===== src/hw/rtl/mec_pkg.sv =====
package mec_pkg;

  // field widths
  localparam int unsigned AXIS_W  = 16;
  localparam int unsigned TIME_W  = 32;
  localparam int unsigned SUM_W   = 32;
  localparam int unsigned MAG_W   = 16;
  localparam int unsigned COUNT_W = 32;
  localparam int unsigned LEVEL_W = 16;
  localparam int unsigned GAIN_W  = 9;
  localparam int unsigned CFG_W   = 16;
  localparam int unsigned CFG_IDX_W = 3;

  // digit-by-digit square root takes one result bit per step
  localparam int unsigned SQRT_STEPS = MAG_W;

  // unity weight of the smoothing filter
  localparam logic [GAIN_W-1:0] GAIN_ONE = 9'd256;

  // configuration register indexes
  localparam logic [CFG_IDX_W-1:0] CFG_RISE     = 3'd0;
  localparam logic [CFG_IDX_W-1:0] CFG_FALL     = 3'd1;
  localparam logic [CFG_IDX_W-1:0] CFG_DEBOUNCE = 3'd2;
  localparam logic [CFG_IDX_W-1:0] CFG_GAIN     = 3'd3;
  localparam logic [CFG_IDX_W-1:0] CFG_START    = 3'd4;

  // configuration reset values
  localparam logic [CFG_W-1:0]  RISE_RESET     = 16'd20480;
  localparam logic [CFG_W-1:0]  FALL_RESET     = 16'd18022;
  localparam logic [CFG_W-1:0]  DEBOUNCE_RESET = 16'd300;
  localparam logic [GAIN_W-1:0] GAIN_RESET     = 9'd77;
  localparam logic [CFG_W-1:0]  START_RESET    = 16'd16384;

  typedef struct packed {
    logic [CFG_W-1:0]  rise_level;
    logic [CFG_W-1:0]  fall_level;
    logic [CFG_W-1:0]  debounce_ms;
    logic [GAIN_W-1:0] ema_gain;
    logic [CFG_W-1:0]  start_level;
  } cfg_t;

  // one classified item between front and back
  typedef struct packed {
    logic [SUM_W-1:0]  sum_sq;
    logic [TIME_W-1:0] time_ms;
    logic              clear;
  } q_item_t;

  typedef struct packed {
    logic full;
    logic empty;
  } fifo_stat_t;

endpackage


===== src/hw/rtl/mec_front.sv =====
module mec_front (
  input  logic                      clk_i,
  input  logic                      rst_ni,
  input  logic                      in_valid_i,
  output logic                      in_stall_o,
  input  logic signed [15:0]        accel_x_i,
  input  logic signed [15:0]        accel_y_i,
  input  logic signed [15:0]        accel_z_i,
  input  logic [31:0]               time_ms_i,
  input  logic                      clear_i,
  input  mec_pkg::fifo_stat_t       stat_i,
  output logic                      push_o,
  output mec_pkg::q_item_t          item_o
);
  import mec_pkg::*;

  localparam logic [1:0] F_IDLE = 2'd0;
  localparam logic [1:0] F_SQ   = 2'd1;
  localparam logic [1:0] F_PUSH = 2'd2;
  localparam logic [1:0] LAST_AXIS = 2'd2;

  logic [1:0]        state_q, state_d;
  logic [1:0]        axis_q, axis_d;
  logic [AXIS_W-1:0] x_q, y_q, z_q;
  logic [SUM_W-1:0]  sum_q;
  logic [TIME_W-1:0] time_q;
  logic              clr_q;
  logic              accept;

  logic [AXIS_W-1:0] sel;
  logic [AXIS_W:0]   sel_neg;
  logic [AXIS_W-1:0] abs_v;
  logic [SUM_W-1:0]  sq;

  assign accept     = in_valid_i && (state_q == F_IDLE);
  assign in_stall_o = (state_q != F_IDLE);
  assign push_o     = (state_q == F_PUSH) && !stat_i.full;

  // one axis squared per cycle through a single multiplier
  always_comb begin
    case (axis_q)
      2'd0:    sel = x_q;
      2'd1:    sel = y_q;
      default: sel = z_q;
    endcase
  end

  assign sel_neg = -{sel[AXIS_W-1], sel};
  assign abs_v   = sel[AXIS_W-1] ? sel_neg[AXIS_W-1:0] : sel;
  assign sq      = {16'd0, abs_v} * {16'd0, abs_v};

  // sequencing
  always_comb begin
    state_d = state_q;
    axis_d  = axis_q;
    case (state_q)
      F_IDLE: begin
        if (accept) begin
          state_d = clear_i ? F_PUSH : F_SQ;
          axis_d  = 2'd0;
        end
      end
      F_SQ: begin
        axis_d = axis_q + 2'd1;
        if (axis_q == LAST_AXIS) begin
          state_d = F_PUSH;
        end
      end
      F_PUSH: begin
        if (!stat_i.full) begin
          state_d = F_IDLE;
        end
      end
      default: state_d = F_IDLE;
    endcase
  end

  always_ff @(posedge clk_i or negedge rst_ni) begin
    if (!rst_ni) begin
      state_q <= F_IDLE;
      axis_q  <= 2'd0;
    end else begin
      state_q <= state_d;
      axis_q  <= axis_d;
    end
  end

  // sample capture and sum of squares
  always_ff @(posedge clk_i) begin
    if (accept) begin
      x_q    <= accel_x_i;
      y_q    <= accel_y_i;
      z_q    <= accel_z_i;
      time_q <= time_ms_i;
      clr_q  <= clear_i;
      sum_q  <= '0;
    end else if (state_q == F_SQ) begin
      sum_q <= sum_q + sq;
    end
  end

  assign item_o.sum_sq  = sum_q;
  assign item_o.time_ms = time_q;
  assign item_o.clear   = clr_q;

endmodule


===== src/hw/rtl/mec_fifo.sv =====
module mec_fifo #(
  parameter int unsigned DEPTH = 2
) (
  input  logic                clk_i,
  input  logic                rst_ni,
  input  logic                push_i,
  input  mec_pkg::q_item_t    item_i,
  input  logic                pop_i,
  output mec_pkg::q_item_t    item_o,
  output mec_pkg::fifo_stat_t stat_o
);
  import mec_pkg::*;

  localparam int unsigned PW = $clog2(DEPTH);
  localparam int unsigned CW = $clog2(DEPTH + 1);

  q_item_t       mem_q [DEPTH];
  logic [PW-1:0] wr_q, rd_q;
  logic [CW-1:0] cnt_q;

  assign item_o       = mem_q[rd_q];
  assign stat_o.full  = (cnt_q == CW'(DEPTH));
  assign stat_o.empty = (cnt_q == '0);

  // pointers and fill level
  always_ff @(posedge clk_i or negedge rst_ni) begin
    if (!rst_ni) begin
      wr_q  <= '0;
      rd_q  <= '0;
      cnt_q <= '0;
    end else begin
      if (push_i) begin
        wr_q <= (wr_q == PW'(DEPTH - 1)) ? '0 : wr_q + 1'b1;
      end
      if (pop_i) begin
        rd_q <= (rd_q == PW'(DEPTH - 1)) ? '0 : rd_q + 1'b1;
      end
      if (push_i && !pop_i) begin
        cnt_q <= cnt_q + 1'b1;
      end else if (pop_i && !push_i) begin
        cnt_q <= cnt_q - 1'b1;
      end
    end
  end

  // storage
  always_ff @(posedge clk_i) begin
    if (push_i) begin
      mem_q[wr_q] <= item_i;
    end
  end

endmodule


===== src/hw/rtl/mec_back.sv =====
module mec_back #(
  parameter int unsigned FRAC_BITS = 8
) (
  input  logic                clk_i,
  input  logic                rst_ni,
  input  mec_pkg::cfg_t       cfg_i,
  input  mec_pkg::q_item_t    item_i,
  input  mec_pkg::fifo_stat_t stat_i,
  output logic                pop_o,
  output logic                busy_o,
  output logic                out_valid_o,
  input  logic                out_stall_i,
  output logic                event_res_o,
  output logic [31:0]         count_o,
  output logic [15:0]         level_o
);
  import mec_pkg::*;

  localparam int unsigned SW = LEVEL_W + FRAC_BITS;
  localparam int unsigned AW = SW + GAIN_W;
  localparam int unsigned RW = MAG_W + 1;

  localparam logic [2:0] B_IDLE = 3'd0;
  localparam logic [2:0] B_SQRT = 3'd1;
  localparam logic [2:0] B_MUL1 = 3'd2;
  localparam logic [2:0] B_MUL2 = 3'd3;
  localparam logic [2:0] B_DET  = 3'd4;

  localparam logic [3:0] SQRT_LAST = 4'(SQRT_STEPS - 1);

  logic [2:0]         state_q;
  logic [3:0]         cnt_q;
  logic [SW-1:0]      smoothed_q;
  logic               armed_q;
  logic [TIME_W-1:0]  last_q;
  logic [COUNT_W-1:0] count_q;
  logic               out_valid_q;

  logic [SUM_W-1:0]   n_q;
  logic [RW-1:0]      rem_q;
  logic [MAG_W-1:0]   root_q;
  logic [TIME_W-1:0]  time_q;
  logic               clr_q;
  logic [AW-1:0]      prod_q;
  logic [SW-1:0]      news_q;
  logic               ev_q;
  logic [COUNT_W-1:0] cnt_out_q;
  logic [LEVEL_W-1:0] level_q;

  logic               out_free;
  logic               commit;

  assign out_free = !out_valid_q || !out_stall_i;
  assign commit   = (state_q == B_DET) && out_free;
  assign pop_o    = (state_q == B_IDLE) && !stat_i.empty;
  assign busy_o   = (state_q != B_IDLE);

  // square root step: bring down two radicand bits, try to subtract
  logic [RW+1:0] rem_next;
  logic [RW+1:0] trial;
  logic          take;
  logic [RW+1:0] rem_sub;

  assign rem_next = {rem_q, n_q[SUM_W-1 -: 2]};
  assign trial    = {1'b0, root_q, 2'b01};
  assign take     = (rem_next >= trial);
  assign rem_sub  = take ? (rem_next - trial) : rem_next;

  // filter arithmetic
  logic [GAIN_W-1:0] gain_sat;
  logic [GAIN_W-1:0] gain_inv;
  logic [SW-1:0]     mag_fx;
  logic [AW-1:0]     prod;
  logic [AW-1:0]     acc;

  assign gain_sat = (cfg_i.ema_gain > GAIN_ONE) ? GAIN_ONE : cfg_i.ema_gain;
  assign gain_inv = GAIN_ONE - gain_sat;
  assign mag_fx   = {root_q, {FRAC_BITS{1'b0}}};
  assign prod     = gain_sat * mag_fx;
  assign acc      = prod_q + gain_inv * smoothed_q;

  // hysteresis and debounce
  logic [SW-1:0]     rise_fx;
  logic [SW-1:0]     fall_fx;
  logic [SW-1:0]     start_fx;
  logic [TIME_W-1:0] dt;
  logic              arm_set;
  logic              fire;
  logic              deb_ok;
  logic              ev;

  assign rise_fx  = {cfg_i.rise_level, {FRAC_BITS{1'b0}}};
  assign fall_fx  = {cfg_i.fall_level, {FRAC_BITS{1'b0}}};
  assign start_fx = {cfg_i.start_level, {FRAC_BITS{1'b0}}};
  assign dt       = time_q - last_q;
  assign arm_set  = (news_q > rise_fx) && !armed_q;
  assign fire     = !arm_set && (news_q < fall_fx) && armed_q;
  assign deb_ok   = (dt >= {16'd0, cfg_i.debounce_ms});
  assign ev       = !clr_q && fire && deb_ok;

  // sequencer and detector state
  always_ff @(posedge clk_i or negedge rst_ni) begin
    if (!rst_ni) begin
      state_q     <= B_IDLE;
      cnt_q       <= '0;
      smoothed_q  <= {START_RESET, {FRAC_BITS{1'b0}}};
      armed_q     <= 1'b0;
      last_q      <= '0;
      count_q     <= '0;
      out_valid_q <= 1'b0;
    end else begin
      case (state_q)
        B_IDLE: begin
          if (!stat_i.empty) begin
            state_q <= item_i.clear ? B_DET : B_SQRT;
            cnt_q   <= '0;
          end
        end
        B_SQRT: begin
          cnt_q <= cnt_q + 4'd1;
          if (cnt_q == SQRT_LAST) begin
            state_q <= B_MUL1;
          end
        end
        B_MUL1: state_q <= B_MUL2;
        B_MUL2: state_q <= B_DET;
        B_DET: begin
          if (out_free) begin
            state_q <= B_IDLE;
          end
        end
        default: state_q <= B_IDLE;
      endcase

      if (commit) begin
        if (clr_q) begin
          smoothed_q <= start_fx;
          armed_q    <= 1'b0;
          last_q     <= '0;
          count_q    <= '0;
        end else begin
          smoothed_q <= news_q;
          if (arm_set) begin
            armed_q <= 1'b1;
          end else if (fire) begin
            armed_q <= 1'b0;
            if (deb_ok) begin
              count_q <= count_q + 1'b1;
              last_q  <= time_q;
            end
          end
        end
      end

      if (commit) begin
        out_valid_q <= 1'b1;
      end else if (!out_stall_i) begin
        out_valid_q <= 1'b0;
      end
    end
  end

  // datapath
  always_ff @(posedge clk_i) begin
    if (pop_o) begin
      n_q    <= item_i.sum_sq;
      time_q <= item_i.time_ms;
      clr_q  <= item_i.clear;
      rem_q  <= '0;
      root_q <= '0;
    end
    if (state_q == B_SQRT) begin
      n_q    <= {n_q[SUM_W-3:0], 2'b00};
      rem_q  <= rem_sub[RW-1:0];
      root_q <= {root_q[MAG_W-2:0], take};
    end
    if (state_q == B_MUL1) begin
      prod_q <= prod;
    end
    if (state_q == B_MUL2) begin
      news_q <= acc[SW+7:8];
    end
    if (commit) begin
      ev_q      <= ev;
      cnt_out_q <= clr_q ? '0 : (ev ? count_q + 1'b1 : count_q);
      level_q   <= clr_q ? cfg_i.start_level : news_q[SW-1:FRAC_BITS];
    end
  end

  assign out_valid_o = out_valid_q;
  assign event_res_o = ev_q;
  assign count_o     = cnt_out_q;
  assign level_o     = level_q;

endmodule


===== src/hw/rtl/motion_event_counter_unit.sv =====
// Movement counter for one accelerometer channel.
// Input channel: in_valid_i / in_stall_o carries one sample (three signed axes,
// a millisecond timestamp, a clear flag); a transfer happens when valid is high
// and stall is low. Output channel: out_valid_o / out_stall_i carries one
// result per sample: event flag, running count and integer smoothed level.
// The front stage squares the three axes on one multiplier (one axis a cycle)
// and takes no new sample until it has pushed the last one into the queue; a
// clear sample skips the squares. A two-entry queue separates it from the back
// stage, which pops an item, runs the bit-per-step square root, then the filter
// steps B_MUL1 and B_MUL2 (one multiplier each) and then the detector; it pops
// no new item before the detector has handed its result on. A clear sample
// goes from the pop straight to the detector step.
// The result sits in an output register; while the receiver stalls the back
// stage keeps working and waits only at the detector step, and the front keeps
// filling the queue. Reset loads default thresholds, empties the queue, clears
// count, arm flag and last event time, and loads the start level.
// Configuration writes (cfg_we_i, cfg_idx_i, cfg_data_i) take effect at once
// and are expected only while no sample is in flight.
module motion_event_counter_unit #(
  parameter int unsigned FRAC_BITS   = 8,
  parameter int unsigned QUEUE_DEPTH = 2
) (
  input  logic               clk_i,
  input  logic               rst_ni,
  input  logic               cfg_we_i,
  input  logic [2:0]         cfg_idx_i,
  input  logic [15:0]        cfg_data_i,
  input  logic               in_valid_i,
  output logic               in_stall_o,
  input  logic signed [15:0] accel_x_i,
  input  logic signed [15:0] accel_y_i,
  input  logic signed [15:0] accel_z_i,
  input  logic [31:0]        time_ms_i,
  input  logic               clear_i,
  output logic               out_valid_o,
  input  logic               out_stall_i,
  output logic               event_res_o,
  output logic [31:0]        count_o,
  output logic [15:0]        level_o
);
  import mec_pkg::*;

  cfg_t       cfg_q, cfg_d;
  q_item_t    front_item, back_item;
  fifo_stat_t fifo_stat;
  logic       push;
  logic       pop;
  logic       back_busy;

  // configuration registers
  always_comb begin
    cfg_d = cfg_q;
    if (cfg_we_i) begin
      case (cfg_idx_i)
        CFG_RISE:     cfg_d.rise_level  = cfg_data_i;
        CFG_FALL:     cfg_d.fall_level  = cfg_data_i;
        CFG_DEBOUNCE: cfg_d.debounce_ms = cfg_data_i;
        CFG_GAIN:     cfg_d.ema_gain    = cfg_data_i[GAIN_W-1:0];
        CFG_START:    cfg_d.start_level = cfg_data_i;
        default:      cfg_d = cfg_q;
      endcase
    end
  end

  always_ff @(posedge clk_i or negedge rst_ni) begin
    if (!rst_ni) begin
      cfg_q.rise_level  <= RISE_RESET;
      cfg_q.fall_level  <= FALL_RESET;
      cfg_q.debounce_ms <= DEBOUNCE_RESET;
      cfg_q.ema_gain    <= GAIN_RESET;
      cfg_q.start_level <= START_RESET;
    end else begin
      cfg_q <= cfg_d;
    end
  end

  // sample capture and sum of squares
  mec_front u_front (
    .clk_i      (clk_i),
    .rst_ni     (rst_ni),
    .in_valid_i (in_valid_i),
    .in_stall_o (in_stall_o),
    .accel_x_i  (accel_x_i),
    .accel_y_i  (accel_y_i),
    .accel_z_i  (accel_z_i),
    .time_ms_i  (time_ms_i),
    .clear_i    (clear_i),
    .stat_i     (fifo_stat),
    .push_o     (push),
    .item_o     (front_item)
  );

  // queue between front and back
  mec_fifo #(
    .DEPTH (QUEUE_DEPTH)
  ) u_fifo (
    .clk_i  (clk_i),
    .rst_ni (rst_ni),
    .push_i (push),
    .item_i (front_item),
    .pop_i  (pop),
    .item_o (back_item),
    .stat_o (fifo_stat)
  );

  // square root, filter and detector
  mec_back #(
    .FRAC_BITS (FRAC_BITS)
  ) u_back (
    .clk_i       (clk_i),
    .rst_ni      (rst_ni),
    .cfg_i       (cfg_q),
    .item_i      (back_item),
    .stat_i      (fifo_stat),
    .pop_o       (pop),
    .busy_o      (back_busy),
    .out_valid_o (out_valid_o),
    .out_stall_i (out_stall_i),
    .event_res_o (event_res_o),
    .count_o     (count_o),
    .level_o     (level_o)
  );

  // front is busy right after it takes a sample
  a_front_busy: assert property (@(posedge clk_i) disable iff (!rst_ni)
    (in_valid_i && !in_stall_o) |=> in_stall_o)
    else $error("front took a second sample without a busy cycle");

  // queue cannot report full and empty together
  a_fifo_stat: assert property (@(posedge clk_i) disable iff (!rst_ni)
    !(fifo_stat.full && fifo_stat.empty))
    else $error("queue status inconsistent");

  // a new result comes only from a working back stage
  a_result_src: assert property (@(posedge clk_i) disable iff (!rst_ni)
    $rose(out_valid_o) |-> $past(back_busy))
    else $error("result appeared while back stage was idle");

  // no pop from an empty queue
  a_no_underflow: assert property (@(posedge clk_i) disable iff (!rst_ni)
    pop |-> !fifo_stat.empty)
    else $error("pop from empty queue");

endmodule


===== config.mk =====
export PLATFORM = sky130hd
export DESIGN_NAME = motion_event_counter_unit
export DESIGN_NICKNAME = d
export VERILOG_FILES = /design/src/hw/rtl/mec_pkg.sv /design/src/hw/rtl/mec_front.sv /design/src/hw/rtl/mec_fifo.sv /design/src/hw/rtl/mec_back.sv /design/src/hw/rtl/motion_event_counter_unit.sv
export SDC_FILE = /design/constraint.sdc
export NUM_CORES = 2
export LEC_CHECK = 0
export ABC_AREA = 1
export BUFFER_PORTS_ARGS = -buffer_cell sky130_fd_sc_hd__buf_2
export CORE_ASPECT_RATIO = 0.75
export CORE_MARGIN = 8
export CORE_UTILIZATION = 40
export DETAILED_ROUTE_END_ITERATION = 16
export HOLD_SLACK_MARGIN = 0.1
export SYNTH_ARGS = -nofsm -noshare
export SYNTH_HDL_FRONTEND = slang
export SYNTH_SLANG_ARGS = --single-unit

===== constraint.sdc =====
create_clock -name clk_i -period 7.7 [get_ports clk_i]
set_input_delay 0.77 -clock clk_i [delete_from_list [all_inputs] [get_ports clk_i]]
set_output_delay 0.77 -clock clk_i [all_outputs]
set_load 0.02 [all_outputs]

==> flow_summary.toml <==
[timing]
period_needed_ns = 7.400
fmax_mhz = 135.1
fin_skew_ns = 0.02342
tightestPinTransition_ns = 1.114
rsz0062_at_grt = "yes"
final.setup.tns_ns = 0
finalCritPeriodShare = 0.9610
drv_slew = 0
slew_headroom = 0.2574
finalSetupViolCount = 0
finalHoldViolCount = 0

[placed_design]
placed_cells = 7005
hpwl_um = 97930
gp_congestion = 0.9266
io_buffer_count = 155

[worst_setup_path]
path_max_fanout = 15
end_kind = "flip-flop"
cp-start-kind = "flip-flop"
cp.required_ns = 8.23
r2r_start = "u_front.axis_q[1]"
crit_path_end = "u_front.sum_q[20]"
criticalPathCategory = "reg -> reg"
cp-startpoint = "u_front.axis_q[1]"
crit_path_top_delay_cell = "fa_1"
r2r-end = "u_front.sum_q[20]"
ff2ff_path_depth = 36
worstPathArrival_ns = 7.93
ff2ff_setup_slack_ns = 0.30
critical_path.max_stage_delay_ns = 0.52

[detailed_routing]
drt_iter0_markers = 2888
antenna_left = 0
drt_pre_antenna_iters = 5
routed_via_density = 4.918
routedWlPerCell_um = 17.54
dr_total_vias = 35110
detail_route.wirelength_um = 125200
drc_errors = 0

[cts]
cts_num_sinks = 616
htreeDepth = 3
insertion_delay_ns = 0.65
clock_path_buffers = 3
tritoncts = "yes"
cts_made_buffers = 66
cts_root_buf = "clkbuf_16"
clk_pin_slew_ns = 0.07

[logic_synthesis]
synth-edff-count = 404
syn-instance-count = 5326
yosys_warnings = 0
yosysUniqueCellTypes = 67
synth_flop_cell = "edfxtp_1"
ys_seq_elements = 616
ys_seq_area_frac = 0.3618
async_reset_ff_frac = 0.2890
syn_area_mm2 = 0.04779
syn_avg_cell_area_um2 = 8.974

[finish]
nNetsFinal = 6398
stdcell_count = 7139
syn_to_final_growth_pct = 12.04
layout-drive-gt1-share = 0.1019
fillers = 11420

[min_path]
hold_path.class = "in -> async"

[grt]
grt_overflow = 0
antenna_found_initial = 3
grt_max_degree = 86
first_global_vias = 34990
grt_pass1_wl_um = 199800
track_usage = 0.1900

[die]
fp.dieH_um = 315.4
die-area_mm2 = 0.1309
core_mm2 = 0.1182
start_util = 0.4042
rows = 109
die_w_um = 415.1
ioPinCount = 156

[status]
status = "finished clean"

[flow_run]
max_cap_viol_count = 0
cells in the final DEF (no fill, tap or decap), types with 20 or more instances in the layout:
| cell type | n |
|---|---|
| nor2_1 | 388 |
| o21ai_0 | 228 |
| clkbuf_16 | 67 |
| nand2_1 | 1210 |
| edfxtp_1 | 404 |
| nand4_1 | 82 |
| clkinv_1 | 20 |
| buf_2 | 154 |
| dfrtp_1 | 158 |
| fa_1 | 465 |
| dfxtp_1 | 34 |
| nand3_1 | 164 |
| o21ai_1 | 20 |
| ha_1 | 281 |
| inv_1 | 1054 |
| a21oi_1 | 172 |
| xor2_1 | 97 |
| nor2_2 | 31 |
| buf_4 | 116 |
| xnor2_1 | 31 |
| nor3_1 | 26 |
| mux2i_1 | 28 |
per-stage QoR:
step,worst slack (ns),instance area (µm²),utilization,hold WS [ns]
CTS,-0.01494,52940,0.4478,0.2106
global placement,0.06833,50770,0.4294,0.4256
floorplan,0.2051,47830,-,0.4215
finish,0.3004,53550,0.4529,0.2198
detailed placement,-0.1490,50770,0.4294,0.4296
global route,-0.07372,53550,0.4529,0.2499
worst min-delay path by stage:
| stage | start | endpoint | slack, ns | depth (start not counted) |
|---|---|---|---|---|
| final | rst_ni | u_back.smoothed_q[18] | 0.22 | 1 |
| after global routing | rst_ni | u_back.smoothed_q[18] | 0.25 | 1 |
| after CTS | rst_ni | u_back.smoothed_q[18] | 0.21 | 1 |
| after detailed placement | u_front.time_q[16] | u_fifo.mem_q[0][17] | 0.43 | 0 |
| after global placement | u_front.time_q[20] | u_fifo.mem_q[0][21] | 0.43 | 0 |
| after floorplan | u_front.clr_q | u_fifo.mem_q[0][0] | 0.42 | 0 |
cell families (layout without fill, tap and decap cells):
kind of cell	after synthesis	in the layout	synth area share
AND/OR/NAND/NOR	1989	1989	0.1695
AO/OA/AOI/OAI	562	562	0.06644
buffers and inverters	1237	1486	0.09919
XOR/XNOR	129	129	0.02380
flip-flops	616	616	0.3618
other	2	12	0.0001571
multiplexers	28	28	0.005864
adder cells (fa/ha/maj)	763	763	0.2733
critical path: cells and delay by family (launching register included):
kind                     cells  cell delay [ns]
AO/OA/AOI/OAI                7             0.97
adder cells (fa/ha/maj)      9             3.68
buffers and inverters       10             1.00
flip-flops                   1             0.39
AND/OR/NAND/NOR             10             1.25
per-layer routing:
layer | vias up | track usage | wire (µm)
li1 | 17100 | - | -
met1 | 16920 | 0.2917 | 62370
met2 | 943 | 0.2814 | 52440
met3 | 144 | 0.03140 | 7753
met4 | 0 | 0.04242 | 2651
met5 | - | 0 | 0
state kept, by name (all words and copies together) (netlist names), 32 cells and up:
register	flops
u_back.count_o	32
u_fifo.mem_q	130
u_back.time_q	32
u_back.last_q	32
u_back.count_q	32
cfg_q	73
u_front.sum_q	32
u_back.n_q	32
u_front.time_q	32
final cells by class:
cell class / instances / area [µm²] / share of cell area
multi-input combinational: 3482 / 26360 / 0.4923
sequential: 616 / 17290 / 0.3229
inverter: 1089 / 4105 / 0.07666
tap: 1554 / 1944 / 0.03631
clock buffer: 84 / 1780 / 0.03325
timing repair buffer: 275 / 1700 / 0.03175
clock inverter: 38 / 360.3 / 0.006729
antenna: 1 / 2.502 / 0.00004673
cell usage after synthesis, drive strengths merged (9+ instances only):
library cell,instances,share of area
fa,468,0.20
nor3,32,0.0037
dfxtp,34,0.014
nand3,171,0.018
edfxtp,404,0.25
clkinv,10,0.00079
o211ai,14,0.0023
dfstp,19,0.010
a31oi,14,0.0018
buf,52,0.0061
o21a,9,0.0014
mux2i,28,0.0059
a22o,15,0.0027
clkbuf,96,0.0075
inv,1079,0.085
ha,295,0.077
dfrtp,159,0.083
o21ai,253,0.027
or2,14,0.0018
a21o,13,0.0020
nand2,1236,0.098
nand4,83,0.011
a21oi,188,0.020
o21bai,17,0.0027
nor2,432,0.034
xnor2,31,0.0057
nor4,14,0.0018
xor2,98,0.018
what timing repair did:
item	CTS	global route
resized for setup	8	140
setup endpoints to repair	5	19
setup buffers	0	11
hold buffers	0	0
pin swaps	0	25
Power is left out: the tool's default activity adds up to more than one toggle a clock period on the data nets, which glitch-free logic cannot reach.
